[config.mk]
export PLATFORM = sky130hd
export DESIGN_NAME = char_pair_token_packer
export DESIGN_NICKNAME = d
export VERILOG_FILES = /design/src/cptp_pkg.sv /design/src/char_pair_token_packer.sv /design/src/cptp_push.sv /design/src/cptp_outq.sv
export SDC_FILE = /design/constraint.sdc
export NUM_CORES = 1
export LEC_CHECK = 0
export ABC_CLOCK_PERIOD_IN_PS = 9250
export BUFFER_PORTS_ARGS = -buffer_cell sky130_fd_sc_hd__buf_2
export CORE_ASPECT_RATIO = 1.4
export CORE_UTILIZATION = 40
export CTS_CLUSTER_DIAMETER = 40
export DETAILED_ROUTE_END_ITERATION = 8
export HOLD_SLACK_MARGIN = 0.02
export PLACE_DENSITY_LB_ADDON = 0.3
export SLEW_MARGIN = 20
export SYNTH_ARGS = -nofsm -noshare
export SYNTH_HDL_FRONTEND = slang
export SYNTH_HIERARCHICAL = 1
export SYNTH_SLANG_ARGS = --single-unit
[constraint.sdc]
create_clock -name clk -period 9.25 [get_ports clk]
set_input_delay 1.85 -clock clk [delete_from_list [all_inputs] [get_ports clk]]
set_output_delay 1.85 -clock clk [all_outputs]
set_load 0.02 [all_outputs]
[src/cptp_pkg.sv]
`default_nettype none
// ----------------------------------------------------------------------------
// cptp_pkg
// Types, character codes and classifiers shared by the char pair token packer.
// ----------------------------------------------------------------------------
package cptp_pkg;

    localparam logic [7:0] CHAR_TAB      = 8'h09;
    localparam logic [7:0] CHAR_NEWLINE  = 8'h0A;
    localparam logic [7:0] CHAR_SPACE    = 8'h20;
    localparam logic [7:0] CHAR_BANG     = 8'h21;
    localparam logic [7:0] CHAR_PERCENT  = 8'h25;
    localparam logic [7:0] CHAR_AMP      = 8'h26;
    localparam logic [7:0] CHAR_STAR     = 8'h2A;
    localparam logic [7:0] CHAR_PLUS     = 8'h2B;
    localparam logic [7:0] CHAR_MINUS    = 8'h2D;
    localparam logic [7:0] CHAR_SLASH    = 8'h2F;
    localparam logic [7:0] CHAR_LT       = 8'h3C;
    localparam logic [7:0] CHAR_GT       = 8'h3E;
    localparam logic [7:0] CHAR_UP_A     = 8'h41;
    localparam logic [7:0] CHAR_UP_Z     = 8'h5A;
    localparam logic [7:0] CHAR_CARET    = 8'h5E;
    localparam logic [7:0] CHAR_USCORE   = 8'h5F;
    localparam logic [7:0] CHAR_LO_A     = 8'h61;
    localparam logic [7:0] CHAR_LO_Z     = 8'h7A;
    localparam logic [7:0] CHAR_BAR      = 8'h7C;

    localparam logic [1:0] WINDOW_FULL   = 2'd2;
    localparam logic [2:0] SLOT_OVERFLOW = 3'd4;
    localparam int         NUM_PUSH      = 3;

    typedef struct packed {
        logic [7:0]  la0;
        logic [7:0]  la1;
        logic [1:0]  fill;
        logic        skip;
        logic [63:0] acc;
        logic [1:0]  slot;
    } cptp_state_t;

    typedef struct packed {
        logic        valid;
        logic [63:0] word;
        logic        cont;
    } cptp_result_t;

    typedef struct packed {
        logic [63:0] word;
        logic        cont;
        logic        last;
    } cptp_entry_t;

    localparam cptp_state_t STATE_RESET = '{
        la0:  CHAR_SPACE,
        la1:  CHAR_SPACE,
        fill: 2'd0,
        skip: 1'b0,
        acc:  64'd0,
        slot: 2'd0
    };

    function automatic logic is_ws(input logic [7:0] c);
        return (c == CHAR_TAB) || (c == CHAR_NEWLINE) || (c == CHAR_SPACE);
    endfunction

    function automatic logic is_ident_char(input logic [7:0] c);
        return ((c >= CHAR_UP_A) && (c <= CHAR_UP_Z)) ||
               ((c >= CHAR_LO_A) && (c <= CHAR_LO_Z)) || (c == CHAR_USCORE);
    endfunction

    function automatic logic op_first(input logic [7:0] c);
        return (c == CHAR_BANG) || (c == CHAR_PERCENT) || (c == CHAR_AMP) ||
               (c == CHAR_STAR) || (c == CHAR_PLUS) || (c == CHAR_CARET) ||
               (c == CHAR_BAR) || ((c >= CHAR_MINUS) && (c <= CHAR_SLASH)) ||
               ((c >= CHAR_LT) && (c <= CHAR_GT));
    endfunction

    function automatic logic op_second(input logic [7:0] c);
        return (c == CHAR_STAR) || (c == CHAR_PLUS) || (c == CHAR_BAR) ||
               (c == CHAR_AMP) || (c == CHAR_MINUS) ||
               ((c >= CHAR_LT) && (c <= CHAR_GT));
    endfunction

endpackage
`default_nettype wire

[src/char_pair_token_packer.sv]
`default_nettype none
// ----------------------------------------------------------------------------
// char_pair_token_packer
// Scans a byte stream through a three-byte window and packs pair codes into
// 64-bit token words.
// ----------------------------------------------------------------------------
//  channel  | dir | tdata                  | tuser      | tlast
//  s_axis   | in  | char_byte[7:0]         | -          | end_of_input
//  m_axis   | out | token_word[63:0]       | continued  | last_of_run
//
//  One request per cycle while s_axis_tready is high; results appear the cycle after acceptance.
//  A request gives 0 to 3 results; the queue drains one per cycle while the
//  receiver is ready; s_axis_tready stays low until the last one leaves.
//  The three byte steps (byte, two pad spaces) are chained combinationally.
//  Reset clears the window to spaces and empties the queue; end_of_input
//  returns the scanner to its reset state after the pad steps.
// ----------------------------------------------------------------------------
module char_pair_token_packer (
    input  wire         clk,
    input  wire         rst_n,
    input  wire         s_axis_tvalid,
    output logic        s_axis_tready,
    input  wire [7:0]   s_axis_tdata,   // [7:0] char_byte
    input  wire         s_axis_tlast,
    output logic        m_axis_tvalid,
    input  wire         m_axis_tready,
    output logic [63:0] m_axis_tdata,   // [63:0] token_word
    output logic        m_axis_tuser,   // [0] continued
    output logic        m_axis_tlast
);
    import cptp_pkg::*;

    cptp_state_t             state_reg;
    cptp_state_t             state_next;
    cptp_state_t             st1;
    cptp_state_t             st2;
    cptp_state_t             st3;
    cptp_result_t            r0;
    cptp_result_t            r1;
    cptp_result_t            r2;
    cptp_result_t [2:0]      res;
    cptp_entry_t             head;
    logic                    accept;

    assign accept = s_axis_tvalid && s_axis_tready;

    cptp_push u_push0 (.state_in(state_reg), .byte_in(s_axis_tdata), .state_out(st1), .res(r0));
    cptp_push u_push1 (.state_in(st1), .byte_in(CHAR_SPACE), .state_out(st2), .res(r1));
    cptp_push u_push2 (.state_in(st2), .byte_in(CHAR_SPACE), .state_out(st3), .res(r2));

    always_comb
    begin
        res[0]       = r0;
        res[1]       = r1;
        res[2]       = r2;
        res[1].valid = r1.valid && s_axis_tlast;
        res[2].valid = r2.valid && s_axis_tlast;
        state_next   = s_axis_tlast ? STATE_RESET : st1;
    end

    always_ff @(posedge clk or negedge rst_n)
    begin
        if (!rst_n)
        begin
            state_reg <= STATE_RESET;
        end
        else if (accept)
        begin
            state_reg <= state_next;
        end
    end

    cptp_outq u_outq (
        .clk       (clk),
        .rst_n     (rst_n),
        .load      (accept),
        .res       (res),
        .pop       (m_axis_tready),
        .can_load  (s_axis_tready),
        .out_valid (m_axis_tvalid),
        .out_entry (head)
    );

    assign m_axis_tdata = head.word;
    assign m_axis_tuser = head.cont;
    assign m_axis_tlast = head.last;

endmodule
`default_nettype wire

[src/cptp_push.sv]
`default_nettype none
// ----------------------------------------------------------------------------
// cptp_push
// One byte step: window shift, pair classification and slot packing.
// ----------------------------------------------------------------------------
module cptp_push (
    input  wire cptp_pkg::cptp_state_t  state_in,
    input  wire logic [7:0]             byte_in,
    output cptp_pkg::cptp_state_t       state_out,
    output cptp_pkg::cptp_result_t      res
);
    import cptp_pkg::*;

    logic [7:0]  x;
    logic [7:0]  y;
    logic        nws;
    logic        lpair;
    logic        opair;
    logic [15:0] val;
    logic [63:0] acc_or;
    logic [2:0]  slot_n;

    assign x      = state_in.la0;
    assign y      = state_in.la1;
    assign nws    = !is_ws(x);
    assign lpair  = is_ident_char(x) && is_ident_char(y);
    assign opair  = op_first(x) && op_second(y);
    assign val    = nws ? (({8'd0, x} << 7) + ((lpair || opair) ? {8'd0, y} : 16'd0))
                        : 16'd0;
    assign acc_or = state_in.acc | ({48'd0, val} << {state_in.slot, 4'd0});
    assign slot_n = (lpair && is_ident_char(byte_in)) ? ({1'b0, state_in.slot} + 3'd1)
                                                      : 3'd0;

    always_comb
    begin
        state_out     = state_in;
        state_out.la0 = state_in.la1;
        state_out.la1 = byte_in;
        res           = '{valid: 1'b0, word: acc_or, cont: 1'b0};
        if (state_in.fill != WINDOW_FULL)
        begin
            state_out.fill = state_in.fill + 2'd1;
        end
        else if (state_in.skip)
        begin
            state_out.skip = 1'b0;
        end
        else
        begin
            state_out.acc = acc_or;
            if (slot_n == SLOT_OVERFLOW)
            begin
                res.valid      = 1'b1;
                res.cont       = 1'b1;
                state_out.acc  = 64'd0;
                state_out.slot = 2'd0;
            end
            else
            begin
                state_out.slot = slot_n[1:0];
                if ((slot_n == 3'd0) && nws)
                begin
                    res.valid     = 1'b1;
                    state_out.acc = 64'd0;
                end
            end
            if (is_ws(y) || lpair || opair)
            begin
                state_out.skip = 1'b1;
            end
        end
    end

endmodule
`default_nettype wire

[src/cptp_outq.sv]
`default_nettype none
// ----------------------------------------------------------------------------
// cptp_outq
// Result queue: packs up to three step results of a request and drains them.
// ----------------------------------------------------------------------------
module cptp_outq (
    input  wire                                 clk,
    input  wire                                 rst_n,
    input  wire logic                           load,
    input  wire cptp_pkg::cptp_result_t [2:0]   res,
    input  wire logic                           pop,
    output logic                                can_load,
    output logic                                out_valid,
    output cptp_pkg::cptp_entry_t               out_entry
);
    import cptp_pkg::*;

    cptp_entry_t q_reg [NUM_PUSH];
    cptp_entry_t q_next [NUM_PUSH];
    logic [1:0]  cnt_reg;
    logic [1:0]  cnt_next;
    logic [1:0]  n_new;

    assign out_valid = (cnt_reg != 2'd0);
    assign out_entry = q_reg[0];
    assign can_load  = (cnt_reg == 2'd0) || ((cnt_reg == 2'd1) && pop);

    always_comb
    begin
        n_new = 2'd0;
        for (int i = 0; i < NUM_PUSH; i++)
        begin
            q_next[i] = '{word: 64'd0, cont: 1'b0, last: 1'b0};
        end
        for (int i = 0; i < NUM_PUSH; i++)
        begin
            if (res[i].valid)
            begin
                q_next[n_new] = '{word: res[i].word, cont: res[i].cont, last: 1'b0};
                n_new         = n_new + 2'd1;
            end
        end
        if (n_new != 2'd0)
        begin
            q_next[n_new - 2'd1].last = 1'b1;
        end
        cnt_next = n_new;
    end

    always_ff @(posedge clk or negedge rst_n)
    begin
        if (!rst_n)
        begin
            cnt_reg <= 2'd0;
        end
        else if (load)
        begin
            cnt_reg <= cnt_next;
        end
        else if (pop && out_valid)
        begin
            cnt_reg <= cnt_reg - 2'd1;
        end
    end

    always_ff @(posedge clk)
    begin
        if (load)
        begin
            q_reg <= q_next;
        end
        else if (pop && out_valid)
        begin
            q_reg[0] <= q_reg[1];
            q_reg[1] <= q_reg[2];
        end
    end

endmodule
`default_nettype wire

# Word-level counts from Yosys, hierarchy flattened

Index checks and enable logic that the tools add are counted.

Magnitude comparators: 28
Reductions and logical operators: 76
Shift operators: 3
Add/sub/neg operators: 9
Bitwise logic cells: 6
Muxes and demuxes: 53
Equality and inequality tests: 37

Operator list:

| kind                 | number |
|---|---|
| $bwmux W198          | 3 |
| $mux W198            | 3 |
| $demux W66 S2        | 3 |
| $mux W66             | 6 |
| $mux W132            | 2 |
| $or A64 B64 Y64      | 3 |
| $shl A16 B6 Y64      | 3 |
| $eq A8 B6 Y1 const B | 18 |
| $mux W67             | 2 |
| $mux W64             | 2 |
| $mux W85             | 1 |
| $eq A8 B7 Y1 const B | 8 |
| $eq A8 B4 Y1 const B | 6 |
| $ge A8 B7 Y1 const B | 6 |
| $le A8 B7 Y1 const B | 6 |
| $logic_or A1 B1 Y1   | 45 |
| $ge A8 B6 Y1 const B | 5 |
| $le A8 B6 Y1 const B | 5 |
| $add A15 B16 Y16     | 2 |
| $mux W16             | 2 |
| $logic_and A1 B1 Y1  | 25 |
| $mux W1              | 19 |
| $mux W8              | 2 |
| $mux W15             | 1 |
| other kinds (17)     | 34 |

Input bits: 13
Register bits: 285
Logic and storage cells: 228

# Longest topological paths before layout

Depth in word-level cells: 38
Gate-level depth with buffers: 25
Depth with buffers taken out: 16

# Modules after synthesis

Netlist, hierarchy kept.

Modules (own cells, without submodules):

| module                 | cells each | sequential area each (um^2) | area each (um^2) | times used |
|---|---|---|---|---|
| cptp_outq              | 873        | 5,995.8                     | 10,393.7         | 1 |
| cptp_push              | 401        | 0.0                         | 2,646.3          | 3 |
| char_pair_token_packer | 381        | 2,129.5                     | 3,837.4          | 1 |

# Worst setup path after synthesis

Ideal clock, no wire load.

Path kind: input-to-reg
Start: input m_axis_tready
End: register u_outq.q_reg (netlist bit u_outq/out_entry[0]), enable pin
Arrival: 5.636 ns
Slack: 2.465 ns
Path buffers: 4
Library setup time: 1.149 ns
Cell stages on the path: 9
Path through: nand2_1 nand2_1 and2_4 buf_4 buf_6 inv_1 clkbuf_1 clkbuf_1 nand2_1

Word-level cells in the longest chain between the ends: 4

RTL lines:

| item                                | line                         | RTL |
|---|---|---|
| start, declared                     | char_pair_token_packer.sv:26 | `input wire m_axis_tready,` |
| $logic_and A1 B1 Y1                 | cptp_outq.sv:26              | `assign can_load = (cnt_reg == 2'd0) \|\| ((cnt_reg == 2'd1) && pop);` |
| $logic_or A1 B1 Y1                  | cptp_outq.sv:26              |  |
| via s_axis_tready                   | char_pair_token_packer.sv:22 | `output logic s_axis_tready,` |
| $logic_and A1 B1 Y1                 | char_pair_token_packer.sv:45 | `assign accept = s_axis_tvalid && s_axis_tready;` |
| via accept                          | char_pair_token_packer.sv:43 | `logic accept;` |
| $reduce_bool A2 Y1 (no source line) | n/a                          |  |
| end signal, assigned                | cptp_outq.sv:70              | `q_reg <= q_next;` |
| end, declared                       | cptp_outq.sv:18              | `cptp_entry_t q_reg [NUM_PUSH];` |

The timed path passes the listed nets, and every way through them passes these cells.
A chain may end at the register's enable or synchronous reset.

==> reports/summary.txt <==
Die width: 195 um
Filler instances: 4927
Worst EP arrival: 7.23 ns
Lkg Pwr: 8.79 nW
N_diodes: 0
Worst hold slack: 0.534 ns
Post-CTS Setup Inserts: 0
Syn-to-layout area delta: 6.69%
DP HPWL: 46.0 mm
Clock transition at path regs: 0.06 ns
Clock period minus worst slack: 6.87 ns
IO Port Bufs: 80
I/O Pins: 81
DR vias: 18.5k
Worst VDD drop: 0.255 mV
Critical path buffers and inverters: 4
Clock root cell: clkbuf_16
Global-route wire length before repair: 114 mm
CP Cell Sequence: nand3b_1, a2111oi_0, a31oi_1, a21oi_1, or2_1, buf_4, o21a_1, nand2b_1, a311oi_4, and2_2, buf_4, inv_1, ha_1, buf_4, and2_1, a221oi_1, o2bb2ai_1
Setup ws final: 2.38 ns
Outcome: complete, no violations
Clock sink total: 285
Post-Syn Instances: 2247
Final setup fails: 0
Htree depth: 2
Synth warnings: 6
Initial antenna violation count: 1
Fin crit share: 74.3%
FP Rows: 98
CTS tree: done
Fin area: 0.0223 sq mm
Worst-Margin Slew: 1.39 ns
Type of destination of the critical path: register
Clock buffer count from CTS: 41
Insertion delay to the later sink of the worst-skew pair: 0.56 ns
Slew HR: 7.09%
Startpoint Class: register
Finished Core Util: 43.4%
Count of final hold-check violations: 0
Crit Path Class: reg -> reg
DRC viols: 0
Vias in the first global route: 17.6k
Peak Freq: 146 MHz
Initial Util: 40.7%
Pre-antenna DRT Iters: 6
Pwr dens: 342 mW/mm^2
NumNets Final: 2161
GRT Util Overall: 28.4%
Core area: 0.0513 sq mm
Placed cell area: 0.0209 sq mm
Critical path's slowest cell: dfstp_2
Hold-fix buffers, CTS: 0
Total Wirelength: 76.6 mm
Top delay family on crit path: simple AND/OR/NAND/NOR gates
Worst path required time: 9.61 ns
Iteration-0 DRC Markers: 2448
Post-Place Worst Slack: 2.32 ns
Most used cell, CP: buf_4
TNS Setup: 0 ns
Clock skew: 0.0203 ns
Syn Area/Cell: 9.28 sq um
Largest register FFs: 132
Worst path max stage delay: 0.99 ns
Largest net degree at the start of global routing: 188
Antenna viol nets, final: 0
Hold Path Class: reg -> reg
RD Place Congestion: 0.959
RSZ-0062 raised after global routing: no
Share of cells above drive strength 1: 16.9%
CP Max Fanout: 45
CTS resizes: 0
Area of the mapped netlist: 0.0209 sq mm
Reg2reg setup slack: 2.38 ns
Clock Tree Buf Depth: 3
Die Area: 0.0531 sq mm
Drt wl/cell: 27.3 um
Die Y: 272 um
Max_cap viols: 0
Slew Limit Fails: 0
Avg Vias per Cell: 6.58
GR Overflow Total: 0
-- where the power goes --
group	total, mW	switching, mW	internal [mW]
combinational	3.76	2.71	1.05
clock	1.63	0.652	0.979
sequential	2.21	0.225	1.99
total	7.60	3.59	4.01
-- per-layer routing --
metal	track usage (%)	vias to the layer above	wire (um)
met5	0	-	8
met2	44.2	1098	34400
met3	5.51	256	7280
met1	35.5	9102	29300
met4	19.7	2	5690
li1	-	8040	-
-- stage by stage --
| step | power, mW | cells |
|---|---|---|
| 4_1_cts | 7.53 | 2811 |
| 6_report | 7.60 | 2811 |
| 2_1_floorplan | 4.87 | 2287 |
| 5_1_grt | 7.88 | 2811 |
| 3_3_place_gp | 5.82 | 2735 |
| 3_5_place_dp | 5.87 | 2735 |
-- path summary, 6_finish.rpt --
kind | startpoint | endpoint | cells past startpoint
setup / recovery | state_reg[74]$_DFFE_PN1P_ | u_outq/out_entry[1]$_DFFE_PP_ | 17
hold / removal | u_outq/q_reg[131]$_DFFE_PP_ | u_outq/out_entry[65]$_DFFE_PP_ | 1
setup reg to reg | state_reg[74]$_DFFE_PN1P_ | u_outq/out_entry[1]$_DFFE_PP_ | 17
hold reg to reg | u_outq/q_reg[131]$_DFFE_PP_ | u_outq/out_entry[65]$_DFFE_PP_ | 1
max in group asynchronous | rst_n | state_reg[0]$_DFFE_PN0P_ | 2
min in group asynchronous | rst_n | state_reg[8]$_DFFE_PN0P_ | 1
-- area by class of cell --
cell class / count / area, sq um / area share [%]
Tap cell: 650 / 813 / 3.65
Timing Repair Buffer: 136 / 848 / 3.81
Clock inverter: 29 / 295 / 1.33
Sequential cell: 285 / 8130 / 36.5
Multi-Input combinational cell: 1505 / 10500 / 47.1
Inverter: 159 / 597 / 2.68
Clock buffer: 47 / 1100 / 4.95
-- cells in the final DEF (no fill, tap or decap), types with 26 or more instances in the layout --
| cell type | instances |
|---|---|
| a21oi_1 | 125 |
| nand4b_1 | 92 |
| buf_2 | 79 |
| dfrtp_1 | 85 |
| a31o_1 | 84 |
| nor2_2 | 67 |
| a21o_1 | 108 |
| conb_1 | 45 |
| edfxtp_1 | 198 |
| a31oi_1 | 50 |
| inv_1 | 157 |
| a211oi_2 | 54 |
| nand3_1 | 26 |
| a32oi_1 | 41 |
| and3_1 | 89 |
| nor2_1 | 122 |
| clkbuf_16 | 43 |
| a22o_1 | 42 |
| o21ai_1 | 54 |
| o2bb2ai_1 | 65 |
| o21ai_0 | 131 |
| nand2_1 | 49 |
| buf_4 | 55 |
(Power assumes the default switching activity.)
